===== config.mk =====
export PLATFORM = sky130hd
export DESIGN_NAME = constant_pool_section_parser_unit
export DESIGN_NICKNAME = d
export VERILOG_FILES = /design/src/design/cpsp_pkg.sv /design/src/design/cpsp_in_stage.sv /design/src/design/cpsp_core.sv /design/src/design/cpsp_out_buf.sv /design/src/design/constant_pool_section_parser_unit.sv
export SDC_FILE = /design/constraint.sdc
export NUM_CORES = 1
export LEC_CHECK = 0
export BUFFER_PORTS_ARGS = -buffer_cell sky130_fd_sc_hd__buf_2
export CELL_PAD_IN_SITES_DETAIL_PLACEMENT = 1
export CELL_PAD_IN_SITES_GLOBAL_PLACEMENT = 2
export CORE_MARGIN = 2
export CORE_UTILIZATION = 35
export CTS_CLUSTER_DIAMETER = 40
export DETAILED_ROUTE_END_ITERATION = 10
export PLACE_DENSITY_LB_ADDON = 0.1
export SETUP_SLACK_MARGIN = 0.3
export SLEW_MARGIN = 40
export SYNTH_ARGS = -nofsm -noshare
export SYNTH_HDL_FRONTEND = slang
export SYNTH_SLANG_ARGS = --single-unit

===== constraint.sdc =====
create_clock -name clk -period 10.8 [get_ports clk]
set_input_delay 1.62 -clock clk [delete_from_list [all_inputs] [get_ports clk]]
set_output_delay 1.62 -clock clk [all_outputs]
set_load 0.03 [all_outputs]

===== src/design/cpsp_pkg.sv =====
`default_nettype none

package cpsp_pkg;

  localparam int unsigned CPSP_NUM_TAGS_DEF = 16;
  localparam int unsigned CPSP_HDR_SHIFT    = 3;   // eight header bytes per entry

  localparam logic [1:0] ST_OK       = 2'd0;
  localparam logic [1:0] ST_TRUNC    = 2'd1;
  localparam logic [1:0] ST_RESERVED = 2'd2;
  localparam logic [1:0] ST_BADTAG   = 2'd3;

  localparam logic OP_START = 1'b0;
  localparam logic OP_BYTE  = 1'b1;

  typedef struct packed {
    logic        opcode;
    logic [31:0] section_size;
    logic [7:0]  data_byte;
  } in_item_t;

  typedef struct packed {
    logic        entry_valid;
    logic [31:0] entry_number;
    logic [7:0]  entry_tag;
    logic [31:0] entry_length;
    logic [31:0] payload_offset;
    logic        final_res;
    logic [1:0]  status;
  } res_t;

endpackage

`default_nettype wire


===== src/design/cpsp_in_stage.sv =====
`default_nettype none

module cpsp_in_stage
  import cpsp_pkg::*;
(
  input  wire logic     clk,
  input  wire logic     rst_n,
  input  wire logic     in_valid,
  output logic          in_ready,
  input  wire in_item_t in_item,
  input  wire logic     take,
  output logic          item_valid,
  output in_item_t      item
);

  logic     valid_r;
  in_item_t item_r;

  assign in_ready   = !valid_r || take;
  assign item_valid = valid_r;
  assign item       = item_r;

  always_ff @(posedge clk) begin
    if (!rst_n) begin
      valid_r <= 1'b0;
    end else if (in_ready) begin
      valid_r <= in_valid;
    end
  end

  always_ff @(posedge clk) begin
    if (in_ready && in_valid) begin
      item_r <= in_item;
    end
  end

endmodule

`default_nettype wire


===== src/design/cpsp_core.sv =====
`default_nettype none

module cpsp_core
  import cpsp_pkg::*;
#(
  parameter int unsigned NUM_TAGS = CPSP_NUM_TAGS_DEF
) (
  input  wire logic     clk,
  input  wire logic     rst_n,
  input  wire logic     step_en,
  input  wire in_item_t item,
  output logic          res_valid,
  output res_t          res
);

  localparam logic [2:0] PH_IDLE    = 3'd0;
  localparam logic [2:0] PH_COUNT   = 3'd1;
  localparam logic [2:0] PH_HEADER  = 3'd2;
  localparam logic [2:0] PH_LENGTH  = 3'd3;
  localparam logic [2:0] PH_PAYLOAD = 3'd4;
  localparam logic [2:0] PH_PAD     = 3'd5;
  localparam logic [2:0] PH_DONE    = 3'd6;

  localparam logic [8:0] TAG_LIMIT = 9'(NUM_TAGS);

  logic [2:0]  phase_r, phase_nxt;
  logic [31:0] position_r, position_nxt;
  logic [31:0] remain_r, remain_nxt;      // size_held - position
  logic [31:0] size_held_r, size_held_nxt;
  logic [31:0] entries_left_r, entries_left_nxt;
  logic [31:0] entry_counter_r, entry_counter_nxt;
  logic [31:0] field_r, field_nxt;
  logic [1:0]  byte_in_field_r, byte_in_field_nxt;
  logic [7:0]  tag_r, tag_nxt;
  logic [31:0] payload_left_r, payload_left_nxt;
  logic [31:0] payload_start_r, payload_start_nxt;

  logic [7:0]  b;
  logic [1:0]  k;
  logic [31:0] assembled;
  logic [31:0] pos_inc;
  logic [31:0] rem_dec;
  logic [31:0] pl_dec;
  logic [31:0] count_limit;
  logic [1:0]  pad;
  logic        do_finish;
  logic [31:0] fin_length;
  logic [31:0] fin_start;
  logic        fin_end;
  logic [1:0]  fin_status;

  assign b           = item.data_byte;
  assign k           = byte_in_field_r;
  assign assembled   = field_r | (32'(b) << {k, 3'b000});
  assign pos_inc     = position_r + 32'd1;
  assign rem_dec     = remain_r - 32'd1;
  assign pl_dec      = payload_left_r - 32'd1;
  assign count_limit = (size_held_r - 32'd4) >> CPSP_HDR_SHIFT;

  always_comb begin
    phase_nxt         = phase_r;
    position_nxt      = position_r;
    remain_nxt        = remain_r;
    size_held_nxt     = size_held_r;
    entries_left_nxt  = entries_left_r;
    entry_counter_nxt = entry_counter_r;
    field_nxt         = field_r;
    byte_in_field_nxt = byte_in_field_r;
    tag_nxt           = tag_r;
    payload_left_nxt  = payload_left_r;
    payload_start_nxt = payload_start_r;
    res_valid         = 1'b0;
    res               = '0;
    do_finish         = 1'b0;
    fin_length        = field_r;
    fin_start         = payload_start_r;
    fin_end           = 1'b0;
    fin_status        = ST_OK;
    pad               = 2'd0;

    if (step_en) begin
      if (item.opcode == OP_START) begin
        position_nxt      = '0;
        remain_nxt        = item.section_size;
        size_held_nxt     = item.section_size;
        entries_left_nxt  = '0;
        entry_counter_nxt = '0;
        field_nxt         = '0;
        byte_in_field_nxt = '0;
        tag_nxt           = '0;
        payload_left_nxt  = '0;
        payload_start_nxt = '0;
        if (item.section_size < 32'd4) begin
          phase_nxt     = PH_DONE;
          res_valid     = 1'b1;
          res.final_res = 1'b1;
          res.status    = ST_TRUNC;
        end else begin
          phase_nxt = PH_COUNT;
        end
      end else begin
        unique case (phase_r)
          PH_COUNT: begin
            field_nxt         = assembled;
            position_nxt      = pos_inc;
            remain_nxt        = rem_dec;
            byte_in_field_nxt = 2'(k + 2'd1);
            if (k == 2'd3) begin
              if (assembled == 32'd0) begin
                phase_nxt     = PH_DONE;
                res_valid     = 1'b1;
                res.final_res = 1'b1;
                res.status    = ST_OK;
              end else if (assembled > count_limit) begin
                phase_nxt     = PH_DONE;
                res_valid     = 1'b1;
                res.final_res = 1'b1;
                res.status    = ST_TRUNC;
              end else begin
                entries_left_nxt = assembled;
                field_nxt        = '0;
                phase_nxt        = PH_HEADER;
              end
            end
          end
          PH_HEADER: begin
            position_nxt      = pos_inc;
            remain_nxt        = rem_dec;
            byte_in_field_nxt = 2'(k + 2'd1);
            if (k == 2'd0) begin
              tag_nxt = b;
            end else if (b != 8'd0) begin
              phase_nxt     = PH_DONE;
              res_valid     = 1'b1;
              res.final_res = 1'b1;
              res.status    = ST_RESERVED;
            end else if (k == 2'd3) begin
              if ({1'b0, tag_r} >= TAG_LIMIT) begin
                phase_nxt     = PH_DONE;
                res_valid     = 1'b1;
                res.final_res = 1'b1;
                res.status    = ST_BADTAG;
              end else if (rem_dec < 32'd4) begin
                phase_nxt     = PH_DONE;
                res_valid     = 1'b1;
                res.final_res = 1'b1;
                res.status    = ST_TRUNC;
              end else begin
                field_nxt = '0;
                phase_nxt = PH_LENGTH;
              end
            end
          end
          PH_LENGTH: begin
            field_nxt         = assembled;
            position_nxt      = pos_inc;
            remain_nxt        = rem_dec;
            byte_in_field_nxt = 2'(k + 2'd1);
            // pad bytes needed after the payload to reach a 4-byte offset
            pad = 2'(2'd0 - (pos_inc[1:0] + assembled[1:0]));
            if (k == 2'd3) begin
              if (assembled > rem_dec) begin
                phase_nxt     = PH_DONE;
                res_valid     = 1'b1;
                res.final_res = 1'b1;
                res.status    = ST_TRUNC;
              end else if (32'(pad) > (rem_dec - assembled)) begin
                phase_nxt     = PH_DONE;
                res_valid     = 1'b1;
                res.final_res = 1'b1;
                res.status    = ST_TRUNC;
              end else begin
                payload_start_nxt = pos_inc;
                if (assembled == 32'd0) begin
                  do_finish  = 1'b1;
                  fin_length = assembled;
                  fin_start  = pos_inc;
                end else begin
                  payload_left_nxt = assembled;
                  phase_nxt        = PH_PAYLOAD;
                end
              end
            end
          end
          PH_PAYLOAD: begin
            position_nxt     = pos_inc;
            remain_nxt       = rem_dec;
            payload_left_nxt = pl_dec;
            pad              = 2'(2'd0 - pos_inc[1:0]);
            if (pl_dec == 32'd0) begin
              if (pad == 2'd0) begin
                do_finish = 1'b1;
              end else begin
                payload_left_nxt = 32'(pad);
                phase_nxt        = PH_PAD;
              end
            end
          end
          PH_PAD: begin
            position_nxt = pos_inc;
            remain_nxt   = rem_dec;
            if (b != 8'd0) begin
              phase_nxt     = PH_DONE;
              res_valid     = 1'b1;
              res.final_res = 1'b1;
              res.status    = ST_RESERVED;
            end else begin
              payload_left_nxt = pl_dec;
              if (pl_dec == 32'd0) begin
                do_finish = 1'b1;
              end
            end
          end
          default: begin
            // idle or done: drop the byte
          end
        endcase
      end

      if (do_finish) begin
        if (entries_left_r <= 32'd1) begin
          fin_end = 1'b1;
        end else if (rem_dec < 32'd4) begin
          fin_end    = 1'b1;
          fin_status = ST_TRUNC;
        end
        res_valid          = 1'b1;
        res.entry_valid    = 1'b1;
        res.entry_number   = entry_counter_r;
        res.entry_tag      = tag_r;
        res.entry_length   = fin_length;
        res.payload_offset = fin_start;
        res.final_res      = fin_end;
        res.status         = fin_end ? fin_status : ST_OK;
        entry_counter_nxt  = entry_counter_r + 32'd1;
        entries_left_nxt   = entries_left_r - 32'd1;
        byte_in_field_nxt  = '0;
        phase_nxt          = fin_end ? PH_DONE : PH_HEADER;
      end
    end
  end

  always_ff @(posedge clk) begin
    if (!rst_n) begin
      phase_r         <= PH_IDLE;
      position_r      <= '0;
      remain_r        <= '0;
      size_held_r     <= '0;
      entries_left_r  <= '0;
      entry_counter_r <= '0;
      field_r         <= '0;
      byte_in_field_r <= '0;
      tag_r           <= '0;
      payload_left_r  <= '0;
      payload_start_r <= '0;
    end else begin
      phase_r         <= phase_nxt;
      position_r      <= position_nxt;
      remain_r        <= remain_nxt;
      size_held_r     <= size_held_nxt;
      entries_left_r  <= entries_left_nxt;
      entry_counter_r <= entry_counter_nxt;
      field_r         <= field_nxt;
      byte_in_field_r <= byte_in_field_nxt;
      tag_r           <= tag_nxt;
      payload_left_r  <= payload_left_nxt;
      payload_start_r <= payload_start_nxt;
    end
  end

`ifndef NO_ASSERTIONS
  a_remain_tracks: assert property (@(posedge clk) disable iff (!rst_n)
    (position_r + remain_r) == size_held_r)
    else $error("remaining byte count out of step with position");

  a_entries_pending: assert property (@(posedge clk) disable iff (!rst_n)
    (phase_r == PH_HEADER || phase_r == PH_LENGTH || phase_r == PH_PAYLOAD ||
     phase_r == PH_PAD) |-> entries_left_r != 32'd0)
    else $error("entry phase with no entries left");

  a_payload_pending: assert property (@(posedge clk) disable iff (!rst_n)
    (phase_r == PH_PAYLOAD || phase_r == PH_PAD) |-> payload_left_r != 32'd0)
    else $error("payload or pad phase with nothing left");
`endif

endmodule

`default_nettype wire


===== src/design/cpsp_out_buf.sv =====
`default_nettype none

module cpsp_out_buf
  import cpsp_pkg::*;
(
  input  wire logic clk,
  input  wire logic rst_n,
  input  wire logic push,
  input  wire res_t push_data,
  output logic      has_space,
  output logic      out_valid,
  input  wire logic out_ready,
  output res_t      out_data
);

  res_t       mem_r [2];
  logic       wr_ptr_r;
  logic       rd_ptr_r;
  logic [1:0] count_r;
  logic       pop;

  assign has_space = (count_r != 2'd2);
  assign out_valid = (count_r != 2'd0);
  assign out_data  = mem_r[rd_ptr_r];
  assign pop       = out_valid && out_ready;

  always_ff @(posedge clk) begin
    if (!rst_n) begin
      wr_ptr_r <= 1'b0;
      rd_ptr_r <= 1'b0;
      count_r  <= 2'd0;
    end else begin
      if (push) begin
        wr_ptr_r <= !wr_ptr_r;
      end
      if (pop) begin
        rd_ptr_r <= !rd_ptr_r;
      end
      count_r <= 2'(count_r + {1'b0, push} - {1'b0, pop});
    end
  end

  always_ff @(posedge clk) begin
    if (push) begin
      mem_r[wr_ptr_r] <= push_data;
    end
  end

`ifndef NO_ASSERTIONS
  a_no_overflow: assert property (@(posedge clk) disable iff (!rst_n)
    push |-> has_space)
    else $error("result written into a full buffer");

  a_count_range: assert property (@(posedge clk) disable iff (!rst_n)
    count_r != 2'd3)
    else $error("result buffer count out of range");

  a_count_step: assert property (@(posedge clk) disable iff (!rst_n)
    (push && !pop) |=> count_r == 2'($past(count_r) + 2'd1))
    else $error("result buffer count did not advance on write");
`endif

endmodule

`default_nettype wire


===== src/design/constant_pool_section_parser_unit.sv =====
// Constant-pool section parser.
// Input channel (in_valid/in_ready): a request with in_opcode 0 starts a
// section of in_section_size bytes; a request with in_opcode 1 delivers the
// next section byte in in_data_byte.
// Result channel (out_valid/out_ready): at most one result per request,
// reporting a completed entry (tag, length, payload offset), the final
// status, or both at once. A start also aborts any section in progress.
// A request is held in the input register, and its decode runs from there
// straight into the result buffer, from which the result is offered.
// Throughput: one request per cycle while the result buffer has space, set by
// the combinational decode of one byte against the held counters; the
// two-entry result buffer lets a request be taken while one result still waits.
// Reset (rst_n low, synchronous) returns the parser to idle and empties
// both registers. When the receiver stalls, the buffer fills and in_ready
// drops; nothing is lost or repeated.
`default_nettype none

module constant_pool_section_parser_unit
  import cpsp_pkg::*;
#(
  parameter int unsigned NUM_TAGS = CPSP_NUM_TAGS_DEF
) (
  input  wire logic        clk,
  input  wire logic        rst_n,
  input  wire logic        in_valid,
  output logic             in_ready,
  input  wire logic        in_opcode,
  input  wire logic [31:0] in_section_size,
  input  wire logic [7:0]  in_data_byte,
  output logic             out_valid,
  input  wire logic        out_ready,
  output logic             out_entry_valid,
  output logic [31:0]      out_entry_number,
  output logic [7:0]       out_entry_tag,
  output logic [31:0]      out_entry_length,
  output logic [31:0]      out_payload_offset,
  output logic             out_final_res,
  output logic [1:0]       out_status
);

  in_item_t in_item;
  in_item_t item;
  logic     item_valid;
  logic     has_space;
  logic     step_en;
  logic     res_valid;
  res_t     res;
  res_t     out_data;

  assign in_item.opcode       = in_opcode;
  assign in_item.section_size = in_section_size;
  assign in_item.data_byte    = in_data_byte;

  assign step_en = item_valid && has_space;

  cpsp_in_stage u_in_stage (
    .clk        (clk),
    .rst_n      (rst_n),
    .in_valid   (in_valid),
    .in_ready   (in_ready),
    .in_item    (in_item),
    .take       (step_en),
    .item_valid (item_valid),
    .item       (item)
  );

  cpsp_core #(
    .NUM_TAGS (NUM_TAGS)
  ) u_core (
    .clk       (clk),
    .rst_n     (rst_n),
    .step_en   (step_en),
    .item      (item),
    .res_valid (res_valid),
    .res       (res)
  );

  cpsp_out_buf u_out_buf (
    .clk       (clk),
    .rst_n     (rst_n),
    .push      (res_valid),
    .push_data (res),
    .has_space (has_space),
    .out_valid (out_valid),
    .out_ready (out_ready),
    .out_data  (out_data)
  );

  assign out_entry_valid    = out_data.entry_valid;
  assign out_entry_number   = out_data.entry_number;
  assign out_entry_tag      = out_data.entry_tag;
  assign out_entry_length   = out_data.entry_length;
  assign out_payload_offset = out_data.payload_offset;
  assign out_final_res      = out_data.final_res;
  assign out_status         = out_data.status;

endmodule

`default_nettype wire


; Word level (Yosys, flattened, before mapping)
; Memories as Yosys holds them, arrays and structs flattened. A register that Yosys moved wholly into a read port is not among the register bits.
; Index checks and enable logic that the tools add are counted.
[classes]
n_bitwise = 2
add_sub_neg = 13
n_lt_le_gt_ge = 7
reduce_logical = 25
eq_ne = 41
mux = 129
n_shift = 1
[op_table]
columns = cell, count
row1 = $mux W32, 46
row2 = $mux W108, 2
row3 = $pmux W32 S3, 2
row4 = $mux W3, 33
row5 = $sub A32 B1 Y32 const B, 3
row6 = $add A32 B1 Y32 const B, 2
row7 = $logic_not A32 Y1, 2
row8 = $lt A32 B3 Y1 const B, 2
row9 = $mux W1, 34
row10 = $gt A2 B32 Y1, 1
row11 = $gt A32 B29 Y1, 1
row12 = $gt A32 B32 Y1, 1
row13 = $le A32 B1 Y1 const B, 1
row14 = $or A32 B32 Y32, 1
row15 = $shl A8 B5 Y32, 1
row16 = $sub A32 B3 Y32 const B, 1
row17 = $sub A32 B32 Y32, 1
row18 = $ne A3 B3 Y1 const B, 10
row19 = $mux W8, 3
row20 = $ne A4 B2 Y1 const B, 4
row21 = $pmux W3 S5, 1
row22 = $reduce_and A7 Y1, 2
row23 = $pmux W3 S4, 1
row24 = $mux W2, 5
row25 = 34 further kinds, 58
[totals]
ff_bits = 315
wordCells = 237
input_bits = 45
output_inout_bits = 110
memories = 1
ram_bits = 216
[mem_list]
columns = memory, depth, word_bits, rd, rd_clocked_by_memory_dff, wr, line_no
row1 = u_out_buf.mem_r, 2, 108, 1, 1, 1, cpsp_out_buf.sv:16  ; res_t mem_r [2];

; Longest topological paths before layout
[depth]
word_depth = 16
mapped_depth = 28
depth_no_buf = 26

; Modules after synthesis
; Synthesis repeated with hierarchy kept, for this count alone.
[unflattened]
hier_cells = 3156
hier_area_um2 = 29462.0
[by_module_without_submodules]
columns = mod, instances, seq_area_each_um2, area_per_inst_um2, cells_each
row1 = cpsp_core, 1, 5345.1, 20063.0, 2750
row2 = cpsp_out_buf, 1, 6586.3, 8104.0, 359
row3 = cpsp_in_stage, 1, 1251.2, 1288.7, 46
row4 = constant_pool_section_parser_unit, 1, 0.0, 6.3, 1

; Least setup slack after synthesis
; OpenSTA, ideal clock, no wires.
[synth_path]
kind = register to register
from = register u_core.remain_r[2]
to = memory u_out_buf.mem_r[0][0] (netlist name) (enable)
period_less_slack_ns = 10.036
slack_ns = 0.764
arrival_ns = 9.460
t_required_ns = 10.224
path_stages_with_launch = 22
n_path_buf = 2
setup_time_ns = 0.576
cell_sequence = dfxtp_1 -> buf_2 -> nor4_2 -> nand3_1 -> nor3_1 -> xnor2_1 -> inv_1 -> ha_1 -> clkbuf_1 -> a21o_1 -> a21o_1 -> a31oi_1 -> o21ai_0 -> a221o_1 -> nor2_1 -> mux2_2 -> and3b_1 -> nand4_1 -> and3_1 -> o31ai_1 -> nor2_1 -> nor2_1
[synth_via]
elab_chain_cells = 13
word_cells_on_any_way = 25
classes_between = add/sub (2) / order compare (3) / mux (20)
[synth_lines]
columns = item, line_no
row1 = from (decl), cpsp_core.sv:28  ; logic [31:0] remain_r, remain_nxt;
row2 = from (signal assigned), cpsp_core.sv:259  ; remain_r <= remain_nxt;
row3 = $sub A32 B1 Y32 (*), cpsp_core.sv:56  ; assign rem_dec = remain_r - 32'd1;
row4 = $sub A32 B32 Y32 or $lt A32 B3 Y1 (tied branches), "cpsp_core.sv:167, cpsp_core.sv:143"
row5 = $gt A2 B32 Y1 or $mux W1 (tied branches), "cpsp_core.sv:167, cpsp_core.sv:143"
row6 = $mux W1 (on tied branches), "cpsp_core.sv:167, cpsp_core.sv:138"
row7 = $mux W1 (on tied branches), "cpsp_core.sv:162, cpsp_core.sv:137"
row8 = $mux W1 (on tied branches), "cpsp_core.sv:161, cpsp_core.sv:132"
row9 = $pmux W1 S3 or $mux W1 (tied branches), "cpsp_core.sv:102, cpsp_core.sv:130"
row10 = $mux W1 or $pmux W1 S4 (tied branches), "cpsp_core.sv:82, cpsp_core.sv:102"
row11 = $mux W1 (on tied branches), "cpsp_core.sv:81, cpsp_core.sv:82"
row12 = $mux W1 (*), cpsp_core.sv:220  ; if (do_finish) begin
row13 = $mux W1 (*), cpsp_core.sv:81  ; if (step_en) begin
row14 = $mux W1 (*), cpsp_out_buf.sv:44  ; if (push) begin
row15 = $mux W1 (not written as such) (*), cpsp_out_buf.sv:45  ; mem_r[wr_ptr_r] <= push_data;
row16 = to (decl), cpsp_out_buf.sv:16
; Mark *: on every way between the ends. The rest lies on a longest branch, timed or not. The select of a mux whose other input is x is not followed.

; Worst setup path in the final report
[layout_path]
from = register u_core.remain_r[2]
to = register u_core.entries_left_r[1]
[layout_via]
elab_chain_cells = 11
word_cells_on_any_way = 16
classes_between = add/sub (2) / order compare (2) / eq/ne (4) / mux (7) / reduce/logical (1)
[layout_lines]
columns = item, line_no
row1 = $sub A32 B1 Y32 (*), cpsp_core.sv:56
row2 = $sub A32 B32 Y32, cpsp_core.sv:167  ; end else if (32'(pad) > (rem_dec - assembled)) begin
row3 = $gt A2 B32 Y1, cpsp_core.sv:167
row4 = $mux W1, cpsp_core.sv:167
row5 = $mux W1 (*), cpsp_core.sv:162  ; if (assembled > rem_dec) begin
row6 = $mux W1 (*), cpsp_core.sv:161  ; if (k == 2'd3) begin
row7 = $pmux W1 S3 (*), cpsp_core.sv:102  ; unique case (phase_r)
row8 = $mux W1 (*), cpsp_core.sv:82  ; if (item.opcode == OP_START) begin
row9 = $mux W1 (*), cpsp_core.sv:81
row10 = $ne A3 B1 Y1 (no source line) or $ne A3 B3 Y1 (tied branches), -
row11 = $reduce_and A5 Y1 (no source line), -
row12 = to (signal assigned), cpsp_core.sv:261  ; entries_left_r <= entries_left_nxt;
row13 = to (decl), cpsp_core.sv:30  ; logic [31:0] entries_left_r, entries_left_nxt;
; Marked as above.
; A chain may end at the register's enable or synchronous reset.

==> results by group <==
Layout
  • Area occupied by multi-input gates: 14,670 sq um
  • Most frequent cells in the layout: nand2_1, nor2_1, dfxtp_1, edfxtp_1, a21oi_1
  • Antenna fix cells: 0
  • # nets final: 3,395
  • Fin util: 0.4196
  • P&R area growth vs syn: 19.17%
  • Share of cells above drive strength 1: 0.1671
  • FF/Latch Area: 13,190 sq um
  • Most common cell after layout, fill and taps aside: nand2_1
  • Filler Cell Count: 9,250

Worst setup path
  • CP max stage cell: nor4_2
  • Crit-path most repeated cell: or4_1
  • Crit. End Element: register
  • Reg2reg setup slack: 2.19 ns
  • Worst Reg-to-Reg Cells: 19
  • Crit path max-delay family: simple AND/OR/NAND/NOR gates
  • Max FO, Critical Path: 34
  • Worst r2r src: u_core.remain_r[2]
  • Worst EP arrival: 9.15 ns
  • Worst EP required: 11.34 ns
  • Worst path bufs/invs: 2
  • Crit start category: register
  • Reg-to-reg endpoint: u_core.entries_left_r[1]
  • Max stage delay on crit path: 0.75 ns
  • Crit path kind: register to register
  • Crit-path cells: nor4_2 > nand3_1 > nor4_1 > xnor2_1 > inv_1 > ha_1 > a21oi_1 > nor2_1 > or4_1 > or4_1 > or4b_1 > or4_1 > or4_1 > or4_4 > a31oi_2 > buf_4 > a31o_2 > or2_2 > o21ai_0

Worst hold path
  • HP Class: register to register
  • Hold depth: 2
  • HP Start: u_core.payload_start_r[6]
  • Hold Path End: u_core.payload_start_r[6]

Timing
  • RSZ-0062 raised after global routing: false
  • Final Cycle Share: 0.7972
  • Setup-failing EPs final: 0
  • Relative slew slack: 0.4107
  • Peak Freq: 0.1161 GHz
  • Worst slew pin tran: 0.8840 ns
  • Clock skew: 0.08438 ns
  • Tmin final: 8.610 ns
  • Pins Over Slew Limit: 0
  • Hold Vio Cnt, Final: 0
  • Fin Setup TNS: 0 ns

Run
  • Max-Cap Viols: 0

CTS
  • Max Root-Sink Buffers: 3
  • Setup Buffers After CTS: 0
  • Post-CTS sizing: 0
  • H-tree levels: 3
  • Clock Pin Slew Worst Setup and Hold Paths: 0.05 ns
  • Clock Tree Root: clkbuf_16
  • Hold_buf cts: 0
  • Cts bufs inserted: 101
  • Worst-Skew Late Latency: 0.68 ns
  • CTS tree: done
  • Clock Sinks: 530

Placed design
  • Port bufs: 154
  • Routability cong.: 0.9031
  • Post-DP HPWL: 77,310 um

Global routing
  • Vias in the first global route: 26,267
  • Pin count of the biggest net entering global routing: 87
  • First-pass GRT wire length: 165,700 um
  • Antenna violations before repair: 4
  • Overflow after GRT: 0
  • Total track usage: 0.2551

Drt
  • Post-Route WL: 110,000 um
  • Avg Vias per Cell: 5.748
  • Starting DRT DRC Count: 1,536
  • Detailed-route via count: 25,481
  • DRC: 0
  • DR WL/cell: 24.82 um
  • Final antenna-violating net count: 0
  • TritonRoute pass-1 iters: 5

Logic synthesis
  • Seq/Total Area, Yosys: 0.4581
  • Ys flop type: dfxtp_1
  • Cells after synthesis: 3,166
  • Async set-reset flop share out of synthesis: 0
  • Distinct cells, synth: 89
  • Post-Syn Nets: 3,285
  • Register bit total from synthesis: 530
  • Syn. warnings: 0
  • Syn_area_per_cell: 9.089 sq um
  • EDFF count, synth: 257
  • Mapped Area: 28,780 sq um

Floorplanning
  • I/O Pins: 155
  • # rows: 105
  • Core area: 81,720 sq um
  • Initial Util: 0.3522
  • Die width: 290.7 um
  • Die footprint: 84,530 sq um
  • Die Span Y: 290.7 um

Power and ir drop
  • Leakage: 0.01293 uW
  • Pwr dens: 260.2 nW/um^2
  • Max VDD drop: 0.1612 mV

Run status
  • Status: finished clean
[worst max-delay path by stage]
stage          cells past startpoint                from                        end
3_3_place_gp                      21  u_core.remain_r[2]  u_core.entries_left_r[30]
2_1_floorplan                     21  u_core.remain_r[2]      u_out_buf.mem_r[0][0]
4_1_cts                           19  u_core.remain_r[2]   u_core.entries_left_r[1]
5_1_grt                           20  u_core.remain_r[2]   u_core.entries_left_r[1]
6_report                          19  u_core.remain_r[2]   u_core.entries_left_r[1]
3_5_place_dp                      19  u_core.remain_r[2]  u_core.entries_left_r[27]
[cell usage after synthesis, types with 6 or more instances]
library cell,instances,area share
edfxtp_1,257,0.27
o211ai_1,36,0.0094
nand2_1,324,0.042
nand3b_1,14,0.0037
a31oi_1,44,0.0096
nand4_1,44,0.0096
nand2b_1,17,0.0037
nor3_1,87,0.015
a22oi_1,72,0.019
a21oi_1,238,0.041
or3_1,34,0.0074
mux2i_1,37,0.013
xnor2_1,80,0.024
a211oi_1,16,0.0042
o2111ai_1,8,0.0024
a21o_1,60,0.016
clkbuf_1,175,0.023
xor2_1,43,0.013
a32oi_1,6,0.0018
inv_1,94,0.012
o21ai_1,22,0.0038
dfxtp_1,273,0.19
o31ai_1,7,0.0018
nand3_1,93,0.016
ha_1,73,0.032
and3_1,113,0.025
o22ai_1,23,0.0050
buf_1,16,0.0021
or4_1,23,0.0060
nor3b_1,13,0.0034
buf_2,10,0.0017
nor2b_1,19,0.0041
o21ai_0,123,0.021
and2_1,27,0.0059
nor4_1,74,0.016
nor2_1,325,0.042
o21a_1,16,0.0042
a221oi_1,6,0.0018
or2_2,21,0.0046
and4_1,6,0.0018
mux2_2,109,0.043
[worst min-delay path, delay by kind of cell (launching register included)]
family	cells	cell delay (ns)
simple gates	1	0.05
compound gates	1	0.05
flops	1	0.30
[cells by family (layout without fill, tap and decap cells)]
logic type,after synthesis,count (layout),synth area share
AND/OR/NAND/NOR,1260,1260,0.2157
AO/OA/AOI/OAI,731,731,0.1597
flip-flops,530,530,0.4581
buffers and inverters,300,497,0.03996
multiplexers,146,146,0.05552
XOR/XNOR,124,124,0.03822
adder cells (fa/ha/maj),75,75,0.03278
[metrics by stage]
stage	std cells	power (uW)	area, sq um	hold WS [ns]	setup WS, ns
finish	4433	8922	34290	0.4598	2.190
global route	4433	9373	34290	0.4788	1.671
CTS	4432	8959	34240	0.4553	2.223
detailed placement	4242	5735	30770	0.4485	2.299
global placement	4239	5728	30630	0.4371	2.154
floorplan	3166	4654	28780	0.4316	0.7642
[layer usage]
layer  GRT usage  share of wire
met2      0.4375           0.49
met5           0        0.00028
met4      0.1017          0.039
met3     0.03548          0.043
met1      0.3233           0.43
[state kept, by name, indices dropped and copies added (netlist names), 30 cells and up, named ones only]
name	count
u_out_buf.mem_r	216
u_in_stage.item	41
u_core.entries_left_r	32
u_core.entry_counter_r	32
u_core.field_r	32
u_core.payload_left_r	32
u_core.payload_start_r	32
u_core.position_r	32
u_core.remain_r	32
u_core.size_held_r	30
[power by group]
group / internal [uW] / switching (uW) / leakage [uW]
clock network: 2010 / 1180 / 0.00164
logic: 1180 / 2280 / 0.00673
registers: 2170 / 109 / 0.00456
total: 5360 / 3570 / 0.0129
[cell type report]
| type | count | area share |
|---|---|---|
| multi-input cells | 2336 | 0.4277 |
| inverters | 97 | 0.01076 |
| well taps | 1070 | 0.03904 |
| flip-flops and latches | 530 | 0.3845 |
| clock inverters | 75 | 0.02518 |
| repair buffers | 210 | 0.03663 |
| clock buffers | 115 | 0.07611 |
Note: power is estimated with default switching activity, not from simulation.
